--- src/rtl/multibyte_delimiter_field_splitter_defines.svh ---
// Assertion macros used by the field splitter core (mdfs_core).
`ifndef MULTIBYTE_DELIMITER_FIELD_SPLITTER_DEFINES_SVH
`define MULTIBYTE_DELIMITER_FIELD_SPLITTER_DEFINES_SVH

// Same-cycle implication, disabled during reset.
`define MDFS_ASSERT_NOW(label, clk, rstn, ante, cons) \
    label: assert property (@(posedge clk) disable iff (!(rstn)) (ante) |-> (cons)) \
        else $error("mdfs assertion failed");

// Next-cycle implication, disabled during reset.
`define MDFS_ASSERT_NEXT(label, clk, rstn, ante, cons) \
    label: assert property (@(posedge clk) disable iff (!(rstn)) (ante) |=> (cons)) \
        else $error("mdfs assertion failed");

`endif

--- src/rtl/mdfs_pkg.sv ---
// Types and constants for the multibyte delimiter field splitter.
package mdfs_pkg;

    localparam int MAX_SEP_BYTES = 8;
    localparam int SEP_LEN_BITS  = 4;
    localparam int POS_BITS      = 16;
    localparam int FIELD_BITS    = 10;
    localparam int MAX_FIELDS    = 1024;
    localparam int OUT_POS_BITS  = 16;

    localparam int ADDR_BITS     = 5;
    localparam int DATA_BITS     = 64;

    localparam int FIFO_DEPTH    = 4;
    localparam int PTR_BITS      = $clog2(FIFO_DEPTH);
    localparam int CNT_BITS      = PTR_BITS + 1;

    typedef logic [POS_BITS-1:0]   pos_t;
    typedef logic [FIELD_BITS-1:0] field_t;
    typedef logic [SEP_LEN_BITS-1:0] sep_len_t;

    localparam pos_t     POS_MAX   = {POS_BITS{1'b1}};
    localparam field_t   FIELD_MAX = FIELD_BITS'(MAX_FIELDS - 1);
    localparam logic [7:0] SPACE   = 8'h20;

    // Register indexes (paddr[4:3])
    localparam logic [1:0] REG_SEP_BYTES = 2'd0;
    localparam logic [1:0] REG_SEP_LEN   = 2'd1;
    localparam logic [1:0] REG_TRIM      = 2'd2;

    typedef struct packed {
        logic [8*MAX_SEP_BYTES-1:0] sep_bytes;
        sep_len_t                   sep_len;   // effective length, 1..MAX_SEP_BYTES
        logic                       trim;
    } cfg_t;

    typedef struct packed {
        field_t                  field_number;
        logic [OUT_POS_BITS-1:0] field_offset;
        logic [OUT_POS_BITS-1:0] field_length;
        logic                    last_field;
        logic                    line_overflow;
    } res_t;

endpackage

--- src/rtl/mdfs_regs.sv ---
// APB configuration registers of the field splitter.
module mdfs_regs (
    input  logic                           aclk,
    input  logic                           aresetn,
    input  logic                           psel,
    input  logic                           penable,
    input  logic                           pwrite,
    input  logic [mdfs_pkg::ADDR_BITS-1:0] paddr,
    input  logic [mdfs_pkg::DATA_BITS-1:0] pwdata,
    output logic [mdfs_pkg::DATA_BITS-1:0] prdata,
    output logic                           pready,
    output mdfs_pkg::cfg_t                 cfg
);

    logic [8*mdfs_pkg::MAX_SEP_BYTES-1:0] sep_bytes_reg;
    mdfs_pkg::sep_len_t                   sep_len_reg;
    logic                                 trim_reg;
    logic                                 wr_en;
    logic [1:0]                           reg_idx;

    assign pready  = 1'b1;
    assign wr_en   = psel && penable && pwrite && pready;
    assign reg_idx = paddr[mdfs_pkg::ADDR_BITS-1:3];

    always_ff @(posedge aclk) begin
        if (!aresetn) begin
            sep_bytes_reg <= (8*mdfs_pkg::MAX_SEP_BYTES)'(44);
            sep_len_reg   <= mdfs_pkg::sep_len_t'(1);
            trim_reg      <= 1'b0;
        end else if (wr_en) begin
            case (reg_idx)
                mdfs_pkg::REG_SEP_BYTES: sep_bytes_reg <= pwdata[8*mdfs_pkg::MAX_SEP_BYTES-1:0];
                mdfs_pkg::REG_SEP_LEN:   sep_len_reg   <= pwdata[mdfs_pkg::SEP_LEN_BITS-1:0];
                mdfs_pkg::REG_TRIM:      trim_reg      <= pwdata[0];
                default: ;
            endcase
        end
    end

    always_comb begin
        prdata = '0;
        case (reg_idx)
            mdfs_pkg::REG_SEP_BYTES: prdata = mdfs_pkg::DATA_BITS'(sep_bytes_reg);
            mdfs_pkg::REG_SEP_LEN:   prdata = mdfs_pkg::DATA_BITS'(sep_len_reg);
            mdfs_pkg::REG_TRIM:      prdata = mdfs_pkg::DATA_BITS'(trim_reg);
            default:                 prdata = '0;
        endcase
    end

    always_comb begin
        cfg.sep_bytes = sep_bytes_reg;
        cfg.trim      = trim_reg;
        if (sep_len_reg == '0) begin
            cfg.sep_len = mdfs_pkg::sep_len_t'(1);
        end else if (sep_len_reg > mdfs_pkg::sep_len_t'(mdfs_pkg::MAX_SEP_BYTES)) begin
            cfg.sep_len = mdfs_pkg::sep_len_t'(mdfs_pkg::MAX_SEP_BYTES);
        end else begin
            cfg.sep_len = sep_len_reg;
        end
    end

endmodule

--- src/rtl/mdfs_core.sv ---
// Separator matcher, field tracking and result queue of the field splitter.
`include "multibyte_delimiter_field_splitter_defines.svh"

module mdfs_core (
    input  logic             aclk,
    input  logic             aresetn,
    input  mdfs_pkg::cfg_t   cfg,
    input  logic             s_valid,
    output logic             s_ready,
    input  logic [7:0]       s_data_byte,
    input  logic             s_end_of_line,
    output logic             m_valid,
    input  logic             m_ready,
    output mdfs_pkg::res_t   m_res
);

    // Pending prefix of p separator bytes ending before end_pos becomes content.
    function automatic mdfs_pkg::pos_t absorb(
        input mdfs_pkg::sep_len_t           p,
        input mdfs_pkg::pos_t               end_pos,
        input mdfs_pkg::pos_t               start,
        input mdfs_pkg::pos_t               cen,
        input logic [mdfs_pkg::MAX_SEP_BYTES-1:0] nonsp
    );
        logic               found;
        mdfs_pkg::sep_len_t back;
        mdfs_pkg::pos_t     ne;
        found = 1'b0;
        back  = '0;
        for (int k = 0; k < mdfs_pkg::MAX_SEP_BYTES; k++) begin
            if ((mdfs_pkg::sep_len_t'(k) < p) && nonsp[k]) begin
                found = 1'b1;
                back  = p - mdfs_pkg::sep_len_t'(k) - mdfs_pkg::sep_len_t'(1);
            end
        end
        ne = (end_pos >= mdfs_pkg::pos_t'(back)) ? end_pos - mdfs_pkg::pos_t'(back) : '0;
        if (ne < start) ne = start;
        absorb = (found && (ne > cen)) ? ne : cen;
    endfunction

    function automatic mdfs_pkg::pos_t span(input mdfs_pkg::pos_t s, input mdfs_pkg::pos_t e);
        span = (e > s) ? e - s : '0;
    endfunction

    mdfs_pkg::pos_t     pos_reg, pos_next;
    mdfs_pkg::pos_t     start_reg, start_next;
    mdfs_pkg::pos_t     cen_reg, cen_next;
    mdfs_pkg::sep_len_t p_reg, p_next;
    mdfs_pkg::field_t   fc_reg, fc_next;
    logic               ovf_reg, ovf_next;

    mdfs_pkg::res_t     fifo_mem [mdfs_pkg::FIFO_DEPTH];
    logic [mdfs_pkg::PTR_BITS-1:0] wr_ptr_reg, rd_ptr_reg;
    logic [mdfs_pkg::CNT_BITS-1:0] cnt_reg;

    logic [mdfs_pkg::MAX_SEP_BYTES-1:0] nonsp;
    logic               accept, pop, at_max, ovf1, abandon, hit, matched;
    mdfs_pkg::pos_t     nxt, cen1, cen2, cen3, sstart, end_m, end_e;
    mdfs_pkg::sep_len_t p1, pinc, p2;
    mdfs_pkg::field_t   fc_inc;
    mdfs_pkg::res_t     res0, res1;
    logic               push0, push1;

    always_comb begin
        for (int k = 0; k < mdfs_pkg::MAX_SEP_BYTES; k++) begin
            nonsp[k] = cfg.sep_bytes[8*k +: 8] != mdfs_pkg::SPACE;
        end
    end

    assign accept = s_valid && s_ready;
    assign m_valid = cnt_reg != '0;
    assign pop    = m_valid && m_ready;
    assign s_ready = cnt_reg <= mdfs_pkg::CNT_BITS'(mdfs_pkg::FIFO_DEPTH - 2);
    assign m_res  = fifo_mem[rd_ptr_reg];

    always_comb begin
        at_max  = pos_reg == mdfs_pkg::POS_MAX;
        ovf1    = ovf_reg || at_max;
        nxt     = at_max ? pos_reg : pos_reg + mdfs_pkg::pos_t'(1);

        abandon = (p_reg >= cfg.sep_len) ||
                  ((p_reg != '0) && (s_data_byte != cfg.sep_bytes[8*p_reg[2:0] +: 8]));
        cen1    = abandon ? absorb(p_reg, pos_reg, start_reg, cen_reg, nonsp) : cen_reg;
        p1      = abandon ? '0 : p_reg;
        hit     = s_data_byte == cfg.sep_bytes[8*p1[2:0] +: 8];
        pinc    = p1 + mdfs_pkg::sep_len_t'(1);
        matched = hit && (pinc == cfg.sep_len);
        p2      = (hit && !matched) ? pinc : '0;
        cen2    = (!hit && (s_data_byte != mdfs_pkg::SPACE)) ? nxt : cen1;

        sstart  = (nxt >= mdfs_pkg::pos_t'(cfg.sep_len)) ? nxt - mdfs_pkg::pos_t'(cfg.sep_len) : '0;
        if (sstart < start_reg) sstart = start_reg;
        end_m   = (cfg.trim && (cen1 < sstart)) ? cen1 : sstart;
        fc_inc  = (fc_reg < mdfs_pkg::FIELD_MAX) ? fc_reg + mdfs_pkg::field_t'(1) : fc_reg;

        cen3    = absorb(p2, nxt, start_reg, cen2, nonsp);
        end_e   = (cfg.trim && (cen3 < nxt)) ? cen3 : nxt;

        res0.field_number  = fc_reg;
        res0.last_field    = !matched;
        res0.line_overflow = ovf1;
        if (matched) begin
            res0.field_offset = mdfs_pkg::OUT_POS_BITS'(start_reg);
            res0.field_length = mdfs_pkg::OUT_POS_BITS'(span(start_reg, end_m));
        end else begin
            res0.field_offset = mdfs_pkg::OUT_POS_BITS'(start_reg);
            res0.field_length = mdfs_pkg::OUT_POS_BITS'(span(start_reg, end_e));
        end
        res1.field_number  = fc_inc;
        res1.field_offset  = mdfs_pkg::OUT_POS_BITS'(nxt);
        res1.field_length  = '0;
        res1.last_field    = 1'b1;
        res1.line_overflow = ovf1;

        push0 = accept && (matched || s_end_of_line);
        push1 = accept && matched && s_end_of_line;

        pos_next   = pos_reg;
        start_next = start_reg;
        cen_next   = cen_reg;
        p_next     = p_reg;
        fc_next    = fc_reg;
        ovf_next   = ovf_reg;
        if (accept) begin
            if (s_end_of_line) begin
                pos_next   = '0;
                start_next = '0;
                cen_next   = '0;
                p_next     = '0;
                fc_next    = '0;
                ovf_next   = 1'b0;
            end else begin
                pos_next = nxt;
                ovf_next = ovf1;
                p_next   = p2;
                if (matched) begin
                    start_next = nxt;
                    cen_next   = nxt;
                    fc_next    = fc_inc;
                end else begin
                    cen_next   = cen2;
                end
            end
        end
    end

    always_ff @(posedge aclk) begin
        if (!aresetn) begin
            pos_reg    <= '0;
            start_reg  <= '0;
            cen_reg    <= '0;
            p_reg      <= '0;
            fc_reg     <= '0;
            ovf_reg    <= 1'b0;
            wr_ptr_reg <= '0;
            rd_ptr_reg <= '0;
            cnt_reg    <= '0;
        end else begin
            pos_reg    <= pos_next;
            start_reg  <= start_next;
            cen_reg    <= cen_next;
            p_reg      <= p_next;
            fc_reg     <= fc_next;
            ovf_reg    <= ovf_next;
            wr_ptr_reg <= wr_ptr_reg + mdfs_pkg::PTR_BITS'(push0) + mdfs_pkg::PTR_BITS'(push1);
            rd_ptr_reg <= rd_ptr_reg + mdfs_pkg::PTR_BITS'(pop);
            cnt_reg    <= cnt_reg + mdfs_pkg::CNT_BITS'(push0) + mdfs_pkg::CNT_BITS'(push1)
                          - mdfs_pkg::CNT_BITS'(pop);
        end
    end

    always_ff @(posedge aclk) begin
        if (push0) fifo_mem[wr_ptr_reg] <= res0;
        if (push1) fifo_mem[wr_ptr_reg + mdfs_pkg::PTR_BITS'(1)] <= res1;
    end

    `MDFS_ASSERT_NOW(a_queue_bound, aclk, aresetn, 1'b1,
        cnt_reg <= mdfs_pkg::CNT_BITS'(mdfs_pkg::FIFO_DEPTH))
    `MDFS_ASSERT_NEXT(a_line_restart, aclk, aresetn, accept && s_end_of_line,
        pos_reg == '0 && fc_reg == '0 && p_reg == '0)
    `MDFS_ASSERT_NEXT(a_partial_below_len, aclk, aresetn, accept && !s_end_of_line,
        p_reg < $past(cfg.sep_len))
    `MDFS_ASSERT_NOW(a_start_le_pos, aclk, aresetn, 1'b1, start_reg <= pos_reg)

endmodule

--- src/rtl/multibyte_delimiter_field_splitter.sv ---
// Top level of the multibyte delimiter field splitter.
// One byte of a line is taken per transfer and per cycle while s_ready is high: the
// separator compare and all position and field updates finish in the cycle the
// byte is accepted. A byte yields zero, one or two field records (two when a
// separator completes on the line's last byte); records go into a four-entry
// queue that drains one per cycle while m_ready is high; the input stalls only
// while the queue has fewer than two free entries. Registers sit on APB at byte
// addresses 0 (separator bytes, 64 bits), 8 (separator length) and 16 (trim
// enable), and are to be written only while the splitter is idle.
module multibyte_delimiter_field_splitter (
    input  logic                              aclk,
    input  logic                              aresetn,
    input  logic                              psel,
    input  logic                              penable,
    input  logic                              pwrite,
    input  logic [mdfs_pkg::ADDR_BITS-1:0]    paddr,
    input  logic [mdfs_pkg::DATA_BITS-1:0]    pwdata,
    output logic [mdfs_pkg::DATA_BITS-1:0]    prdata,
    output logic                              pready,
    input  logic                              s_valid,
    output logic                              s_ready,
    input  logic [7:0]                        s_data_byte,
    input  logic                              s_end_of_line,
    output logic                              m_valid,
    input  logic                              m_ready,
    output logic [mdfs_pkg::FIELD_BITS-1:0]   m_field_number,
    output logic [mdfs_pkg::OUT_POS_BITS-1:0] m_field_offset,
    output logic [mdfs_pkg::OUT_POS_BITS-1:0] m_field_length,
    output logic                              m_last_field,
    output logic                              m_line_overflow
);

    mdfs_pkg::cfg_t cfg;
    mdfs_pkg::res_t m_res;

    mdfs_regs u_regs (
        .aclk    (aclk),
        .aresetn (aresetn),
        .psel    (psel),
        .penable (penable),
        .pwrite  (pwrite),
        .paddr   (paddr),
        .pwdata  (pwdata),
        .prdata  (prdata),
        .pready  (pready),
        .cfg     (cfg)
    );

    mdfs_core u_core (
        .aclk          (aclk),
        .aresetn       (aresetn),
        .cfg           (cfg),
        .s_valid       (s_valid),
        .s_ready       (s_ready),
        .s_data_byte   (s_data_byte),
        .s_end_of_line (s_end_of_line),
        .m_valid       (m_valid),
        .m_ready       (m_ready),
        .m_res         (m_res)
    );

    assign m_field_number  = m_res.field_number;
    assign m_field_offset  = m_res.field_offset;
    assign m_field_length  = m_res.field_length;
    assign m_last_field    = m_res.last_field;
    assign m_line_overflow = m_res.line_overflow;

endmodule
--- config.mk ---
export PLATFORM = sky130hd
export DESIGN_NAME = multibyte_delimiter_field_splitter
export DESIGN_NICKNAME = d
export VERILOG_FILES = /design/src/rtl/mdfs_pkg.sv /design/src/rtl/mdfs_regs.sv /design/src/rtl/mdfs_core.sv /design/src/rtl/multibyte_delimiter_field_splitter.sv
export VERILOG_INCLUDE_DIRS = /design/src /design/src/rtl
export SDC_FILE = /design/constraint.sdc
export NUM_CORES = 1
export LEC_CHECK = 0
export BUFFER_PORTS_ARGS = -buffer_cell sky130_fd_sc_hd__clkbuf_2
export CAP_MARGIN = 20
export CORE_MARGIN = 1
export CORE_UTILIZATION = 62
export CTS_CLUSTER_DIAMETER = 120
export CTS_CLUSTER_SIZE = 30
export DETAILED_ROUTE_END_ITERATION = 10
export HOLD_SLACK_MARGIN = 0.08
export PLACE_DENSITY_LB_ADDON = 0.12
export REMOVE_ABC_BUFFERS = 1
export SETUP_SLACK_MARGIN = 0.3
export SLEW_MARGIN = 15
export SYNTH_ARGS = -nofsm -noshare
export SYNTH_HDL_FRONTEND = slang
export SYNTH_SLANG_ARGS = --single-unit
--- constraint.sdc ---
create_clock -name aclk -period 21.4 [get_ports aclk]
set_clock_uncertainty 0.05 [all_clocks]
set_input_delay 2.14 -clock aclk [delete_from_list [all_inputs] [get_ports aclk]]
set_output_delay 2.14 -clock aclk [all_outputs]
set_load 0.05 [all_outputs]
== Yosys cells after proc, flatten, opt, wreduce, memory -nomap -nowiden ==
Memory sizes are Yosys's and may differ from the RTL's. A register that Yosys moved wholly into a read port is not among the register bits.
Index checks and enable logic that the tools add are counted.

* Reduce and logical (&&, ||, !) cells: 45
* Shift-type cells: 2
* $add $sub $neg: 43
* Multiplexer cells: 68
* Magnitude comparators: 32
* Equality and inequality tests: 15

{| class="wikitable"
|+ Operators with widths
! operator !! number
|-
| 2-to-1 mux 16 bit || 21
|-
| case mux 64 bit (3 select lines) || 1
|-
| indexed part select 64 x 7 -> 8 bit || 2
|-
| 2-to-1 mux 4 bit || 21
|-
| less-than comparator 16 bit || 5
|-
| != test 8 x 6 -> 1 bit (second input constant) || 9
|-
| > comparator 16 bit || 4
|-
| subtractor 4 x 1 -> 4 bit (second input constant) || 16
|-
| greater-or-equal comparator 16 x 4 -> 1 bit || 3
|-
| subtractor 16 x 4 -> 16 bit || 3
|-
| less-than comparator 3 x 4 -> 1 bit (first input constant) || 8
|-
| subtractor 16 bit || 2
|-
| subtractor 4 x 3 -> 4 bit (second input constant) || 8
|-
| logical AND 1 bit || 31
|-
| 2-to-1 mux 10 bit || 3
|-
| 2-to-1 mux 1 bit || 21
|-
| adder 16 x 1 -> 16 bit (second input constant) || 1
|-
| == test 16 bit (second input constant) || 1
|-
| less-than comparator 1 x 4 -> 1 bit (first input constant) || 4
|-
| less-than comparator 2 x 4 -> 1 bit (first input constant) || 4
|-
| subtractor 4 x 2 -> 4 bit (second input constant) || 4
|-
| adder 10 x 1 -> 10 bit (second input constant) || 1
|-
| less-than comparator 10 bit (second input constant) || 1
|-
| == test 8 bit || 1
|-
| other kinds (21) || 30
|}

* Output and inout port bits: 111
* Memories kept: 1
* Logic and storage cells: 218
* Bits in registers: 139
* Input bits: 85
* RAM bits: 176

{| class="wikitable"
|+ Memory list
! name !! words !! bits a word !! read ports !! clocked after memory_dff !! write ports !! RTL line !! source
|-
| u_core.fifo_mem || 4 || 44 || 1 || 1 || 2 || mdfs_core.sv:52 || <nowiki>mdfs_pkg::res_t fifo_mem [mdfs_pkg::FIFO_DEPTH];</nowiki>
|}

== Depth between registers and ports, before layout ==
* Depth in word-level cells: 35
* Depth in mapped cells: 99
* Depth with buffers taken out: 91

== Modules after synthesis ==
A second synthesis with hierarchy kept.

* Cell total of the unflattened synthesis: 2,773
* Area, all modules: 24,355.9 sq um

{| class="wikitable"
|+ By module, submodules not included
! module !! cells an instance !! times used !! seq. area each (sq um) !! area an instance (sq um)
|-
| mdfs_core || 2,386 || 1 || 6,005.8 || 20,958.9
|-
| mdfs_regs || 387 || 1 || 1,381.3 || 3,397.0
|}

== Least setup slack after synthesis ==
OpenSTA, ideal clock, no wires.

* Path type: input to register
* From: in s_data_byte[3]
* To: mem u_core.fifo_mem[3][15] in the netlist's numbering
* Path buffers: 9
* Data required time: 21,219 ps
* Arrival: 18,189 ps
* Path slack: 3,029 ps
* Library setup time: 131 ps
* Stages: 91
* Cells stage by stage: a21o_1 -> a2111oi_4 -> nand4_1 -> buf_2 -> a21o_1 -> clkbuf_1 -> inv_1 -> ha_1 -> xor2_1 -> mux2i_1 -> o311ai_0 -> a211oi_1 -> a31o_2 -> a2111oi_4 -> nand2_1 -> nor2_2 -> inv_1 -> ha_1 -> [55 not listed] -> a211oi_4 -> buf_6 -> mux2_1 -> ha_1 -> nor2b_1 -> o21ai_0 -> a21boi_0 -> o21ai_0 -> a21boi_0 -> o21ai_0 -> a21boi_0 -> o21ai_0 -> nand2b_1 -> a31oi_1 -> o21bai_1 -> a211o_1 -> a32oi_1 -> o21ai_0

{| class="wikitable"
|+ RTL lines
! item !! RTL line !! source
|-
| start: declaration || multibyte_delimiter_field_splitter.sv:22 || <nowiki>input logic [7:0] s_data_byte,</nowiki>
|-
| end: declaration || mdfs_core.sv:52 ||
|}

==> flow_metrics.py <==
metrics = {
    "setup_path": {
        "cp.required_ns": 21.75,
        "crit_slowest_cell": "o311ai_0",
        "crit_path_start": "s_data_byte[3]",
        "cp_top_family": "compound AO/OA/AOI/OAI gates",
        "max_stage_delay_ns": 0.63,
        "crit_path_end_kind": "register",
        "worstPathMaxFanout": 14,
        "path_class": "in2reg",
        "r2r-start": "u_core.p_reg[0]$_SDFFE_PN0P_",
        "timing.critical_path.mode_cell": "o21ai_0",
        "start_kind": "input port",
        "critPathBufInv": 7,
        "arrival_ns": 20.22,
    },
    "floorplanning": {
        "die-height_microns": 198.2,
        "ios": 196,
        "core.rowCount": 71,
        "initial_core_util": 0.6319,
        "fp.coreArea_sq_um": 37760,
        "chipWidth_microns": 198.2,
        "dieArea_sq_um": 39270,
    },
    "drt": {
        "post_drt_wl_per_cell_microns": 21.95,
        "via_per_inst": 6.598,
        "final_antenna_net_count": 0,
        "met2_length_microns": 34250,
        "routed.top_layer": "met4",
        "drtIter0Drc": 2295,
        "postRouteWirelength_microns": 74670,
        "drc_errors": 0,
        "m1WireLength_microns": 31420,
        "vias": 22450,
        "first_pass_iters": 6,
        "route.met3.wl_microns": 7019,
    },
    "cells_and_area": {
        "layout_common_cells": "nand2_1 (291), nor2_1 (223), a21oi_1 (203)",
        "seqCellArea_sq_um": 7396,
        "num-nets-final": 3157,
        "layout-drive-gt1-share": 0.1446,
        "n_antenna_cell": 0,
        "fin_area_sq_um": 25780,
        "utilization": 0.6828,
        "fin_cells": 3402,
        "final_common_cell": "nand2_1",
        "fillers": 3073,
        "multi_input_area_sq_um": 15330,
        "area_growth_pct": 8.055,
        "largest_reg_flops": 176,
    },
    "grt": {
        "grt_start_max_net_pins": 72,
        "grtUsageTotal": 0.3730,
        "antenna_found_initial": 0,
        "grt_pass1_wl_microns": 115200,
        "grt_pass1_vias": 21120,
        "overflow": 0,
    },
    "pwr": {
        "ir_worst_vdd_mv": 0.06003,
        "power_density_nw_per_um2": 73.73,
        "power_w": 0.001901,
        "leakage_nw": 10.32,
    },
    "clocking": {
        "h-tree-depth": 1,
        "path_clk_slew_ns": 0.11,
        "postCtsHoldBufs": 0,
        "clk_latency_ns": 0.54,
        "clockBufferDepth": 3,
        "root_buffer": "clkbuf_16",
        "cts_tree": "built",
        "cts_buffers": 16,
        "clock_sinks": 315,
    },
    "synthesis": {
        "syn_area_per_cell_sq_um": 8.533,
        "yosys-top-cells-area": "dfxtp_1 (17%), edfxtp_1 (14%), ha_1 (9.5%), mux4_2 (5.0%), mux2i_1 (4.8%)",
        "syn_inst": 2796,
        "synth-main-ff-cell": "dfxtp_1",
        "yosysTopAreaCell": "dfxtp_1",
        "synth_seq_area_share": 0.3096,
        "async_reset_ff_frac": 0,
        "yosysUniqueCellTypes": 88,
        "synth-edff-count": 108,
        "netlist_area_sq_um": 23860,
        "ys.warnings.count": 0,
        "ys_seq_elements": 315,
        "yosys.area.top_type_share": 0.1737,
    },
    "placement": {
        "port_buffers": 191,
        "placed_cells": 3371,
        "place.gp.congestion": 0.9739,
        "dp_hpwl_microns": 55000,
        "place_area_sq_um": 25190,
    },
    "timing": {
        "finalSetupViolCount": 0,
        "maxSlewViolCount": 0,
        "setup_tns_ns": 0,
        "rsz0062_at_grt": "false",
        "final_hold_viol_count": 0,
        "period_share": 0.9284,
        "worst_pin_slew_ns": 1.084,
        "fin_crit_ns": 19.87,
        "fmax_mhz": 50.33,
        "relSlewSlack": 0.2715,
    },
    "run_status": {
        "status": "finished, final reports clean",
    },
    "min_path": {
        "hold_start": "u_core.fifo_mem[3][14]$_SDFFE_PP0P_",
        "hold_path_class": "reg2reg",
    },
    "run": {
        "maxCapViolations": 0,
    },
}
-- what timing repair did --
item,CTS,global route
gates resized for setup,0,3
endpoints found under the setup margin,0,14
buffers inserted,0,2
-- synthesized netlist by cell type, drive strengths merged (11+ instances only) --
master / number
nand2b: 45
a22oi: 43
buf: 26
nor2b: 34
nor3: 49
nand2: 291
nand3: 101
o21ai: 198
a211oi: 19
clkbuf: 153
xnor2: 57
a31oi: 17
and3: 14
edfxtp: 108
mux2i: 114
a22o: 15
nand4: 37
dfxtp: 207
nor2: 225
o21a: 11
nor4: 19
mux4: 53
or3: 13
ha: 182
and2: 77
a21boi: 15
a21o: 37
a21oi: 206
or2: 12
o22ai: 76
xor2: 28
inv: 125
mux2: 53
-- cell families after synthesis --
| group | count (synthesis) | share of synthesized area |
|---|---|---|
| DFF | 315 | 0.3096 |
| muxes | 220 | 0.1229 |
| adders and majority gates | 190 | 0.1022 |
| and+or+nand+nor | 950 | 0.1924 |
| buffers and inverters | 310 | 0.05077 |
| other | 1 | 0.0001572 |
| xor gates and xnor gates | 86 | 0.03215 |
| AOI/OAI and AO/OA | 724 | 0.1898 |
-- metal layers --
metal  up-vias  GRT usage
li1      10320          -
met5         -          0
met3       160    0.04497
met2      1173     0.6057
met4         0     0.1042
met1     10790     0.5206
-- path summary, 6_finish.rpt --
path                                         endpoint  slack (ns)  cells past startpoint
setup reg to reg  u_core.fifo_mem[0][15]$_SDFFE_PP0P_        1.72                     88
hold / removal    u_core.fifo_mem[3][14]$_SDFFE_PP0P_        0.43                      2
setup / recovery  u_core.fifo_mem[0][15]$_SDFFE_PP0P_        1.53                     86
hold reg to reg   u_core.fifo_mem[3][14]$_SDFFE_PP0P_        0.43                      2
-- area by class of cell --
| class | instances | share of cell area |
|---|---|---|
| clock buffer | 21 | 0.01708 |
| clock inverter | 6 | 0.003543 |
| inverter | 131 | 0.01917 |
| multi-input combinational | 2171 | 0.5947 |
| sequential | 315 | 0.2869 |
| tap | 511 | 0.02480 |
| timing repair buffer | 247 | 0.05378 |
-- where the power goes --
part / leakage [nW] / switching (W) / internal (W)
clock network: 0.255 / 0.000217 / 0.000157
registers: 2.57 / 0.0000396 / 0.000653
logic: 7.49 / 0.000517 / 0.000318
-- metrics by stage --
stage	hold slack (ns)	setup WS, ns
2_1_floorplan	0.3883	1.812
3_3_place_gp	0.3975	1.401
3_5_place_dp	0.4079	1.149
4_1_cts	0.4335	1.542
5_1_grt	0.4516	0.3772
6_report	0.4280	1.531
-- tightest hold or removal path, cell delays in order (launching register included) --
cell and delay [ns]:
dfxtp_1 0.32, nand3_1 0.05, o21ai_0 0.06
Power figures use the tool's default switching activity.
